[config.mk]
export PLATFORM = sky130hd
export DESIGN_NAME = ncc_tms_mul
export DESIGN_NICKNAME = d
export VERILOG_FILES = /design/src/ncc_template_match_search_assert.svh /design/src/ncc_tms_pkg.sv /design/src/ncc_tms_mul.sv
export SDC_FILE = /design/constraint.sdc
export NUM_CORES = 1
export LEC_CHECK = 0
export BUFFER_PORTS_ARGS = -buffer_cell sky130_fd_sc_hd__buf_2
export CORE_ASPECT_RATIO = 0.5
export CORE_MARGIN = 5
export CORE_UTILIZATION = 45
export DETAILED_ROUTE_END_ITERATION = 8
export GPL_TIMING_DRIVEN = 0
export PLACE_DENSITY = 0.67
export SETUP_SLACK_MARGIN = 0.3
export SYNTH_ARGS = -nofsm -noshare
export SYNTH_HDL_FRONTEND = slang
export SYNTH_SLANG_ARGS = --single-unit
[constraint.sdc]
create_clock -name clk -period 10 [get_ports clk]
set_input_delay 0.5 -clock clk [delete_from_list [all_inputs] [get_ports clk]]
set_output_delay 0.5 -clock clk [all_outputs]
set_load 0.01 [all_outputs]
[src/ncc_template_match_search_assert.svh]
// assertion macros for the template match search block
`ifndef NCC_TEMPLATE_MATCH_SEARCH_ASSERT_SVH
`define NCC_TEMPLATE_MATCH_SEARCH_ASSERT_SVH
`ifndef NO_ASSERTIONS
// consequent checked in the same cycle as the antecedent
`define NCC_ASSERT_SAME(label, ante, cons) \
    label: assert property (@(posedge clk) disable iff (!rst_n) (ante) |-> (cons)) \
        else $error("ncc check failed");
// consequent checked in the cycle after the antecedent
`define NCC_ASSERT_NEXT(label, ante, cons) \
    label: assert property (@(posedge clk) disable iff (!rst_n) (ante) |=> (cons)) \
        else $error("ncc check failed");
`else
`define NCC_ASSERT_SAME(label, ante, cons)
`define NCC_ASSERT_NEXT(label, ante, cons)
`endif
`endif

[src/ncc_tms_pkg.sv]
// shared types and constants of the template match search block
package ncc_tms_pkg;

    localparam int PADDR_W = 5;
    localparam int PDATA_W = 32;

    localparam int CFG_TW_W  = 6;
    localparam int CFG_TH_W  = 6;
    localparam int CFG_IW_W  = 9;
    localparam int CFG_IH_W  = 9;
    localparam int CFG_THR_W = 21;

    localparam logic [CFG_TW_W-1:0]  TW_RESET  = 6'd8;
    localparam logic [CFG_TH_W-1:0]  TH_RESET  = 6'd8;
    localparam logic [CFG_IW_W-1:0]  IW_RESET  = 9'd64;
    localparam logic [CFG_IH_W-1:0]  IH_RESET  = 9'd64;
    localparam logic [CFG_THR_W-1:0] THR_RESET = 21'd655360;

    localparam logic [2:0] REG_TEMPLATE_WIDTH  = 3'd0;
    localparam logic [2:0] REG_TEMPLATE_HEIGHT = 3'd1;
    localparam logic [2:0] REG_IMAGE_WIDTH     = 3'd2;
    localparam logic [2:0] REG_IMAGE_HEIGHT    = 3'd3;
    localparam logic [2:0] REG_MATCH_THRESHOLD = 3'd4;

    localparam logic FUNC_TEMPLATE = 1'b0;
    localparam logic FUNC_IMAGE    = 1'b1;

    localparam int SCORE_W = 18;
    localparam int POS_W   = 8;
    // threshold is unsigned Q5.16; score and threshold are compared at 32 fraction bits
    localparam int THR_FRAC_BITS = 16;

    typedef struct packed {
        logic       func;
        logic [7:0] pixel;
        logic       last;
    } in_t;

    typedef struct packed {
        logic signed [SCORE_W-1:0] best_score;
        logic [POS_W-1:0]          best_row;
        logic [POS_W-1:0]          best_col;
        logic                      found;
    } out_t;

    typedef struct packed {
        logic busy;
        logic done;
    } unit_stat_t;

    typedef enum logic [4:0] {
        ST_IDLE,
        ST_SETUP,
        ST_TPASS,
        ST_DT1,
        ST_DT2,
        ST_ND,
        ST_WIN_INIT,
        ST_WIN,
        ST_A1,
        ST_A2,
        ST_DS1,
        ST_DS2,
        ST_K,
        ST_AA,
        ST_L,
        ST_ROOT,
        ST_NEXT,
        ST_DONE
    } state_t;

endpackage

[src/ncc_tms_mul.sv]
// shared shift-add multiplier, one multiplier bit per cycle
module ncc_tms_mul #(
    parameter int MC_W = 98,
    parameter int MP_W = 38
) (
    input  logic                    clk,
    input  logic                    rst_n,
    input  logic                    start,
    input  logic [MC_W-1:0]         mcand,
    input  logic [MP_W-1:0]         mplier,
    output logic [MC_W-1:0]         product,
    output ncc_tms_pkg::unit_stat_t stat
);

    logic            busy_reg, busy_next;
    logic            done_reg, done_next;
    logic [MC_W-1:0] acc_reg, acc_next;
    logic [MC_W-1:0] mc_reg, mc_next;
    logic [MP_W-1:0] mp_reg, mp_next;

    always_comb
    begin
        busy_next = busy_reg;
        done_next = 1'b0;
        acc_next  = acc_reg;
        mc_next   = mc_reg;
        mp_next   = mp_reg;
        if (start)
        begin
            busy_next = 1'b1;
            acc_next  = '0;
            mc_next   = mcand;
            mp_next   = mplier;
        end
        else if (busy_reg)
        begin
            if (mp_reg == '0)
            begin
                busy_next = 1'b0;
                done_next = 1'b1;
            end
            else
            begin
                if (mp_reg[0])
                begin
                    acc_next = acc_reg + mc_reg;
                end
                mc_next = mc_reg << 1;
                mp_next = mp_reg >> 1;
            end
        end
    end

    always_ff @(posedge clk or negedge rst_n)
    begin
        if (!rst_n)
        begin
            busy_reg <= 1'b0;
            done_reg <= 1'b0;
        end
        else
        begin
            busy_reg <= busy_next;
            done_reg <= done_next;
        end
    end

    always_ff @(posedge clk)
    begin
        acc_reg <= acc_next;
        mc_reg  <= mc_next;
        mp_reg  <= mp_next;
    end

    assign product   = acc_reg;
    assign stat.busy = busy_reg;
    assign stat.done = done_reg;

endmodule

==> results of run 1 <==
cell usage in the layout (no fill, tap or decap), types with 12 or more instances in the layout:
cell,instances
sky130_fd_sc_hd__clkbuf_1,76
sky130_fd_sc_hd__nor3_1,33
sky130_fd_sc_hd__a211oi_1,12
sky130_fd_sc_hd__o21bai_1,25
sky130_fd_sc_hd__inv_1,34
sky130_fd_sc_hd__edfxtp_1,136
sky130_fd_sc_hd__ha_1,97
sky130_fd_sc_hd__xor2_1,25
sky130_fd_sc_hd__xnor2_1,48
sky130_fd_sc_hd__clkbuf_16,24
sky130_fd_sc_hd__buf_2,250
sky130_fd_sc_hd__nand3_1,46
sky130_fd_sc_hd__mux2_2,133
sky130_fd_sc_hd__dfxtp_1,98
sky130_fd_sc_hd__or3_1,16
sky130_fd_sc_hd__a21o_1,43
sky130_fd_sc_hd__nor2_1,91
sky130_fd_sc_hd__a21oi_1,202
sky130_fd_sc_hd__o21a_1,21
sky130_fd_sc_hd__nand2_1,232
sky130_fd_sc_hd__o21ai_0,104
sky130_fd_sc_hd__nand4_1,43
sky130_fd_sc_hd__nor4_1,16
worst max-delay path, delay by kind of cell (launching register included):
family	cells	cell delay, ns
AO/OA/AOI/OAI	8	2.73
adder cells (fa/ha/maj)	2	0.61
flip-flops	1	0.36
AND/OR/NAND/NOR	1	0.25
XOR/XNOR	1	0.14
buffers and inverters	1	0.07
power breakdown:
group          switching [µW]  internal, µW
sequential                123          1190
clock                     409           513
combinational            1000           627
total                    1540          2330
per-stage QoR:
step / hold slack [ns] / power [µW] / cells
after floorplan: 0.2044 / 2442 / 1703
after global placement: 0.3038 / 2924 / 2416
after detailed placement: 0.2983 / 2932 / 2418
after CTS: 0.2216 / 3858 / 2463
after global routing: 0.2307 / 4108 / 2464
final: 0.2369 / 3862 / 2464
logic make-up after synthesis:
family / Yosys count / share of synthesized area (%)
xor gates and xnor gates: 73 / 4.116
and+or+nand+nor: 532 / 15.89
DFF: 236 / 39.24
AOI/OAI and AO/OA: 497 / 19.65
adders and majority gates: 98 / 7.941
muxes: 135 / 9.770
buffers and inverters: 132 / 3.391
layer usage:
metal	part of all wire, %	GRT usage (%)
met5	0	0
met4	2.1	5.091
met3	6.7	4.512
met2	44	39.80
met1	47	35.27
path summary, 6_finish.rpt:
kind	startpoint	end	slack, ns	cells after the start
worst max register to register	product[0]	product[66]	5.71	13
max in group asynchronous	rst_n	busy_reg	9.60	2
worst max-delay path	product[0]	product[66]	5.71	13
worst min register to register	product[51]	product[51]	0.47	2
min in group asynchronous	rst_n	done_reg	0.29	2
worst min-delay path	mcand[0]	mc_reg[0]	0.24	2
area by class of cell:
type / instances / area [µm²]
Tap cell: 475 / 594.3
Buffer: 98 / 399.1
Fill cell: 3234 / 16110
Clock inverter: 13 / 136.4
Timing Repair Buffer: 241 / 1256
Inverter: 34 / 127.6
Antenna cell: 1 / 2.502
Multi-Input combinational cell: 1335 / 8920
Clock buffer: 31 / 646.9
Sequential cell: 236 / 6096
==> impl_results.md, run 1 <==
* Result of the run: finished clean
* Post-Syn Nets at ~1900
* Leakage component of the power at 0.007586 µW
* Critical path startpoint category: flip-flop
* Final total negative setup slack at 0 ns
* GRT Overall Usage at 24.75%
* Max Fanout on Critical Path at 6
* Area of all placed cells without fillers at around 18000 µm²
* Effective utilization at floorplan at a little under half
* Placement row count at 48
* Area share of the largest cell type after synthesis at 26.29%
* Gate count after technology mapping at 1703
* Longest individual stage delay on the worst path at ~0.81 ns
* TritonCTS buffer count at 24
* Total wirelength of the detailed-routed design at 49950 µm
* Mapped cell area at 15530 µm²
* Dominant cell type by count on the critical path: sky130_fd_sc_hd__o21ai_1
* Final-report setup violation count at 0
* Overflow left after global routing at 0
* Share of the core filled with cells in the final layout at roughly 53%
* CTS tree: done
* First-pass iteration count of the detailed router at 5
* Maximum VDD drop at 0.1018 mV
* Routed via count divided by cell count at 5.716
* Setup Crit Path Kind: reg2reg
* Worst slack, placed at ~5.9 ns
* Layout area overhead at 17.02%
* Critical Path Slowest Stage Cell: sky130_fd_sc_hd__a2111oi_2
* Iteration-0 DRC Markers at between 1000 and 1500
* Area inside the core boundary at 34290 µm²
* Avg Cell Area, Syn at 9.122 µm²
* Placer's final routability congestion estimate at between 0.9 and 1
* Period utilisation layout at 42.88%
* Die Wd at 272.8 µm
* First-pass GRT wire length at 76160 µm
* Area of the die at about 39000 µm²
* Worst slew margin relative to its limit at approximately 14%
* Unrepaired setup endpoints after global routing: no
* Clock insertion delay at the later pin of the skew report at between 0.5 and 0.6 ns
* Number of top-level pins at 239
* Setup skew after layout at around 0.015 ns
* Post-cts hold buffer count at 1
* H-tree Lvls at 1
* Library cells used by synthesis at 77
* Cell with the most instances after synthesis: sky130_fd_sc_hd__nand2_1
* Maximum number of pins on one net before global-route repair at 60
* Worst min-delay path class: in2reg
* Series of cell instances along the critical path: ha_1 > inv_1 > fa_1 > and2b_1 > o2111ai_2 > a2111oi_4 > o21bai_2 > a2111oi_2 > o31ai_1 > o31a_1 > o21ai_1 > xnor2_1 > o21ai_1
* Top area cells in the synthesized netlist: sky130_fd_sc_hd__edfxtp_1, sky130_fd_sc_hd__dfxtp_1, sky130_fd_sc_hd__mux2_2
* Data arrival time of the critical path at around 4.7 ns
* Max-slew violation count at 0
* Maximum clock path buffer count at 3
* Power per standard cell area at 212.5 nW/µm²
* Final worst setup slack at 5.712 ns
* Number of clock sinks seen by CTS at 236
* Detailed-route DRC error count at 0
* Type of destination of the critical path: flip-flop
* Placed Instance Area at 17380 µm²
* Top post-synthesis cells by count: sky130_fd_sc_hd__nand2_1, sky130_fd_sc_hd__a21oi_1, sky130_fd_sc_hd__edfxtp_1
* Fmax at 0.2332 GHz
* Net count of the finished layout at between 2000 and 2500
* Post-layout min period at 4.288 ns
* Number of buffers inserted by post-CTS setup repair at 0
* Share of async-settable or async-resettable flops after synthesis at 0.8475%
* Worst Tran Pin Value at 1.285 ns
* Post-DP HPWL at 39040 µm
* Sequential area share after synthesis at between 30% and 40%
* Required @ worst endpoint at 10.41 ns
* Seq cells post-synth at 236
* Cell type with the largest total area after synthesis: sky130_fd_sc_hd__edfxtp_1
* Most frequently used flop master after synthesis: sky130_fd_sc_hd__edfxtp_1
* Remaining antenna violation count after routing at 0
* Total of warnings raised by yosys at 0
* Final hold violations at 0
* Via count of the first global-routing pass at roughly 13000
* Max Cap Violations at 0
* CTS root buffer: sky130_fd_sc_hd__clkbuf_16
* Layout cell share with drive strength beyond 1 at 22.48%
* Wire length per cell at between 20 and 25 µm
* Total via count in the routed design at roughly 14000
* Number of cells upsized or downsized after cts at 0
* Number of flops mapped to enable cells by yosys at approximately 140
* Antenna violations before repair at 2
* Clock-pin slew reported for the worst setup and hold paths after clock tree synthesis at 0.07 ns
* Number of buffers added on ports at 238
* DIE HEIGHT at about 140 µm
(Power assumes the default switching activity.)
==> run 2: changes to the inputs <==
- clock period: 10 -> 4.49 ns (I/O delays scaled with it)
==> impl_results.md, run 2 (synthesis results as in run 1) <==
* Setup skew after layout at 0.02523 ns
* Placer's final routability congestion estimate at roughly 0.94
* CTS tree: done
* Final hold violations at 0
* Leakage component of the power at between 0.008 and 0.009 µW
* Final total negative setup slack at 0 ns
* Maximum VDD drop at between 0.2 and 0.3 mV
* DIE HEIGHT at approximately 140 µm
* Post-DP HPWL at 39110 µm
* Net count of the finished layout at about 2300
* Power per standard cell area at 453.7 nW/µm²
* Series of cell instances along the critical path: ha_1 > inv_1 > fa_1 > and2b_1 > o2111ai_2 > a2111oi_4 > o21bai_2 > a2111oi_4 > o31ai_1 > o31a_1 > o21ai_1 > xnor2_1 > o21ai_1
* Number of buffers added on ports at 238
* Crit-path leading delay family: compound AO/OA/AOI/OAI gates
* Number of clock sinks seen by CTS at 236
* First-pass iteration count of the detailed router at 5
* TritonCTS buffer count at 24
* Maximum clock path buffer count at 3
* Type of destination of the critical path: flip-flop
* CTS root buffer: sky130_fd_sc_hd__clkbuf_16
* Remaining antenna violation count after routing at 0
* Power spent charging and discharging nets at 3528 µW
* Area of the die at 38560 µm²
* Fraction of power consumed by combinational cells at around 42%
* H-tree Lvls at 1
* GRT Overall Usage at 26.29%
* Buffers & Inverters on Critical Path at 1
* R2R Setup Slk at between 0.4 and 0.5 ns
* Antenna violations before repair at 4
* First-pass GRT wire length at 80990 µm
* Via count of the first global-routing pass at 14450
* Clock-pin slew reported for the worst setup and hold paths after clock tree synthesis at 0.07 ns
* Number of top-level pins at ~240
* Period utilisation layout at 90.31%
* Effective utilization at floorplan at about 45%
* Count of placed standard cells including taps at between 2000 and 2500
* Max-slew violation count at 0
* Detailed-route DRC error count at 0
* Clock insertion delay at the later pin of the skew report at 0.56 ns
* Critical Path Slowest Stage Cell: sky130_fd_sc_hd__a2111oi_4
* Final-report setup violation count at 0
* Max Cap Violations at 0
* Result of the run: finished clean
* Wire length per cell at 20.29 µm
* Placed Instance Area at 17360 µm²
* Critical path startpoint category: flip-flop
* Worst slew margin relative to its limit at between 10% and 20%
* Overflow left after global routing at 0
* Clock network fraction of design power at 24.9%
* Post-layout min period at 4.055 ns
* Total via count in the routed design at around 15000
* Die Wd at 272.8 µm
* Max Fanout on Critical Path at 6
* Area of all placed cells without fillers at 19570 µm²
* Layout cell share with drive strength beyond 1 at 21.22%
* Total wirelength of the detailed-routed design at 52730 µm
* Maximum number of pins on one net before global-route repair at 77
* Most common library cell in the layout ignoring fill and taps: sky130_fd_sc_hd__buf_2
* Required @ worst endpoint at between 4 and 5 ns
* Worst Tran Pin Value at 1.329 ns
* Layout area overhead at 26.00%
* Top library cells by usage in the layout, fill and taps aside: sky130_fd_sc_hd__buf_2, sky130_fd_sc_hd__nand2_1, sky130_fd_sc_hd__a21oi_1, sky130_fd_sc_hd__edfxtp_1, sky130_fd_sc_hd__dlygate4sd3_1
* Routed via count divided by cell count at approximately 5.7
* Internal at between 5000 and 6000 µW
* Area inside the core boundary at 34290 µm²
* Unrepaired setup endpoints after global routing: no
* Setup Crit Path Kind: reg2reg
* Worst min-delay path class: in2reg
* Data arrival time of the critical path at 4.46 ns
* Fmax at approximately 0.25 GHz
* Placement row count at 48
* Longest individual stage delay on the worst path at 0.62 ns
* Final std cells w/o fill at 2599
* Iteration-0 DRC Markers at between 1000 and 1500
* Proportion of total power due to net switching at 39.73%
* Flop pwr share at 32.9%
## run 2: changes by cell type in the layout (fill, tap and decap cells not counted), sizes merged
cell	change
buf	-1
bufinv	+2
clkbuf	-4
clkinv	-3
clkinvlp	+3
diode	+2
dlygate4sd3	+134
inv	+2
## run 2: final cells by class
cell class | count | area [µm²]
clock buffers | 27 | 611.8
flip-flops and latches | 236 | 6096
fillers | 3105 | 14720
repair buffers | 374 | 2570
diodes | 3 | 7.507
multi-input cells | 1335 | 8941
plain buffers | 98 | 399.1
clock inverters | 17 | 226.5
well taps | 475 | 594.3
inverters | 34 | 127.6
## run 2: path summary, 6_finish.rpt
| kind | startpoint | endpoint | cells past startpoint |
|---|---|---|---|
| max in group asynchronous | rst_n | busy_reg | 3 |
| hold / removal | mcand[2] | mc_reg[2] | 3 |
| min in group asynchronous | rst_n | done_reg | 3 |
| setup reg to reg | product[0] | product[66] | 13 |
| hold reg to reg | product[62] | product[62] | 2 |
| setup / recovery | product[0] | product[66] | 13 |
## run 2: power by group through the flow
stage / logic, µW / registers, µW / clock network (µW)
4_1_cts: 3690 / 2920 / 2230
5_1_grt: 4140 / 2960 / 2330
3_3_place_gp: 3560 / 2960 / 0
6_report: 3750 / 2920 / 2210
3_5_place_dp: 3570 / 2960 / 0
2_1_floorplan: 2470 / 2970 / 0
## run 2: worst register-to-register path: stages, from the launching register on
cell and delay, ns:
sky130_fd_sc_hd__dfxtp_1 0.37, sky130_fd_sc_hd__ha_1 0.23, sky130_fd_sc_hd__inv_1 0.07, sky130_fd_sc_hd__fa_1 0.40, sky130_fd_sc_hd__and2b_1 0.25, sky130_fd_sc_hd__o2111ai_2 0.17, sky130_fd_sc_hd__a2111oi_4 0.38, sky130_fd_sc_hd__o21bai_2 0.22
sky130_fd_sc_hd__a2111oi_4 0.62, sky130_fd_sc_hd__o31ai_1 0.38, sky130_fd_sc_hd__o31a_1 0.41, sky130_fd_sc_hd__o21ai_1 0.21, sky130_fd_sc_hd__xnor2_1 0.14, sky130_fd_sc_hd__o21ai_1 0.07
## run 2: metal layers
| layer | share of wire (%) | up-vias | track usage, % |
|---|---|---|---|
| li1 | - | 7116 | - |
| met1 | 45 | 7063 | 36.16 |
| met2 | 45 | 481 | 43.02 |
| met3 | 7.2 | 85 | 5.019 |
| met4 | 2.8 | 0 | 6.850 |
| met5 | 0 | - | 0 |
## run 2: per-stage QoR
step	power, µW	hold WS [ns]	worst slack [ns]	utilization, %
3_3_place_gp	6520	0.02823	-0.09505	50.51
2_1_floorplan	5439	-0.07109	1.198	-
3_5_place_dp	6537	0.02217	0.3489	50.63
6_report	8880	0.02397	0.4351	57.08
5_1_grt	9436	0.01163	0.3182	57.08
4_1_cts	8844	0.002078	0.3118	57.02
## run 2: what timing repair did
item,4_1_cts,5_1_grt
endpoints found under the hold margin,135,0
gates resized for setup,0,1
endpoints found under the setup margin,0,4
hold buffers,135,0
setup buffers,0,0
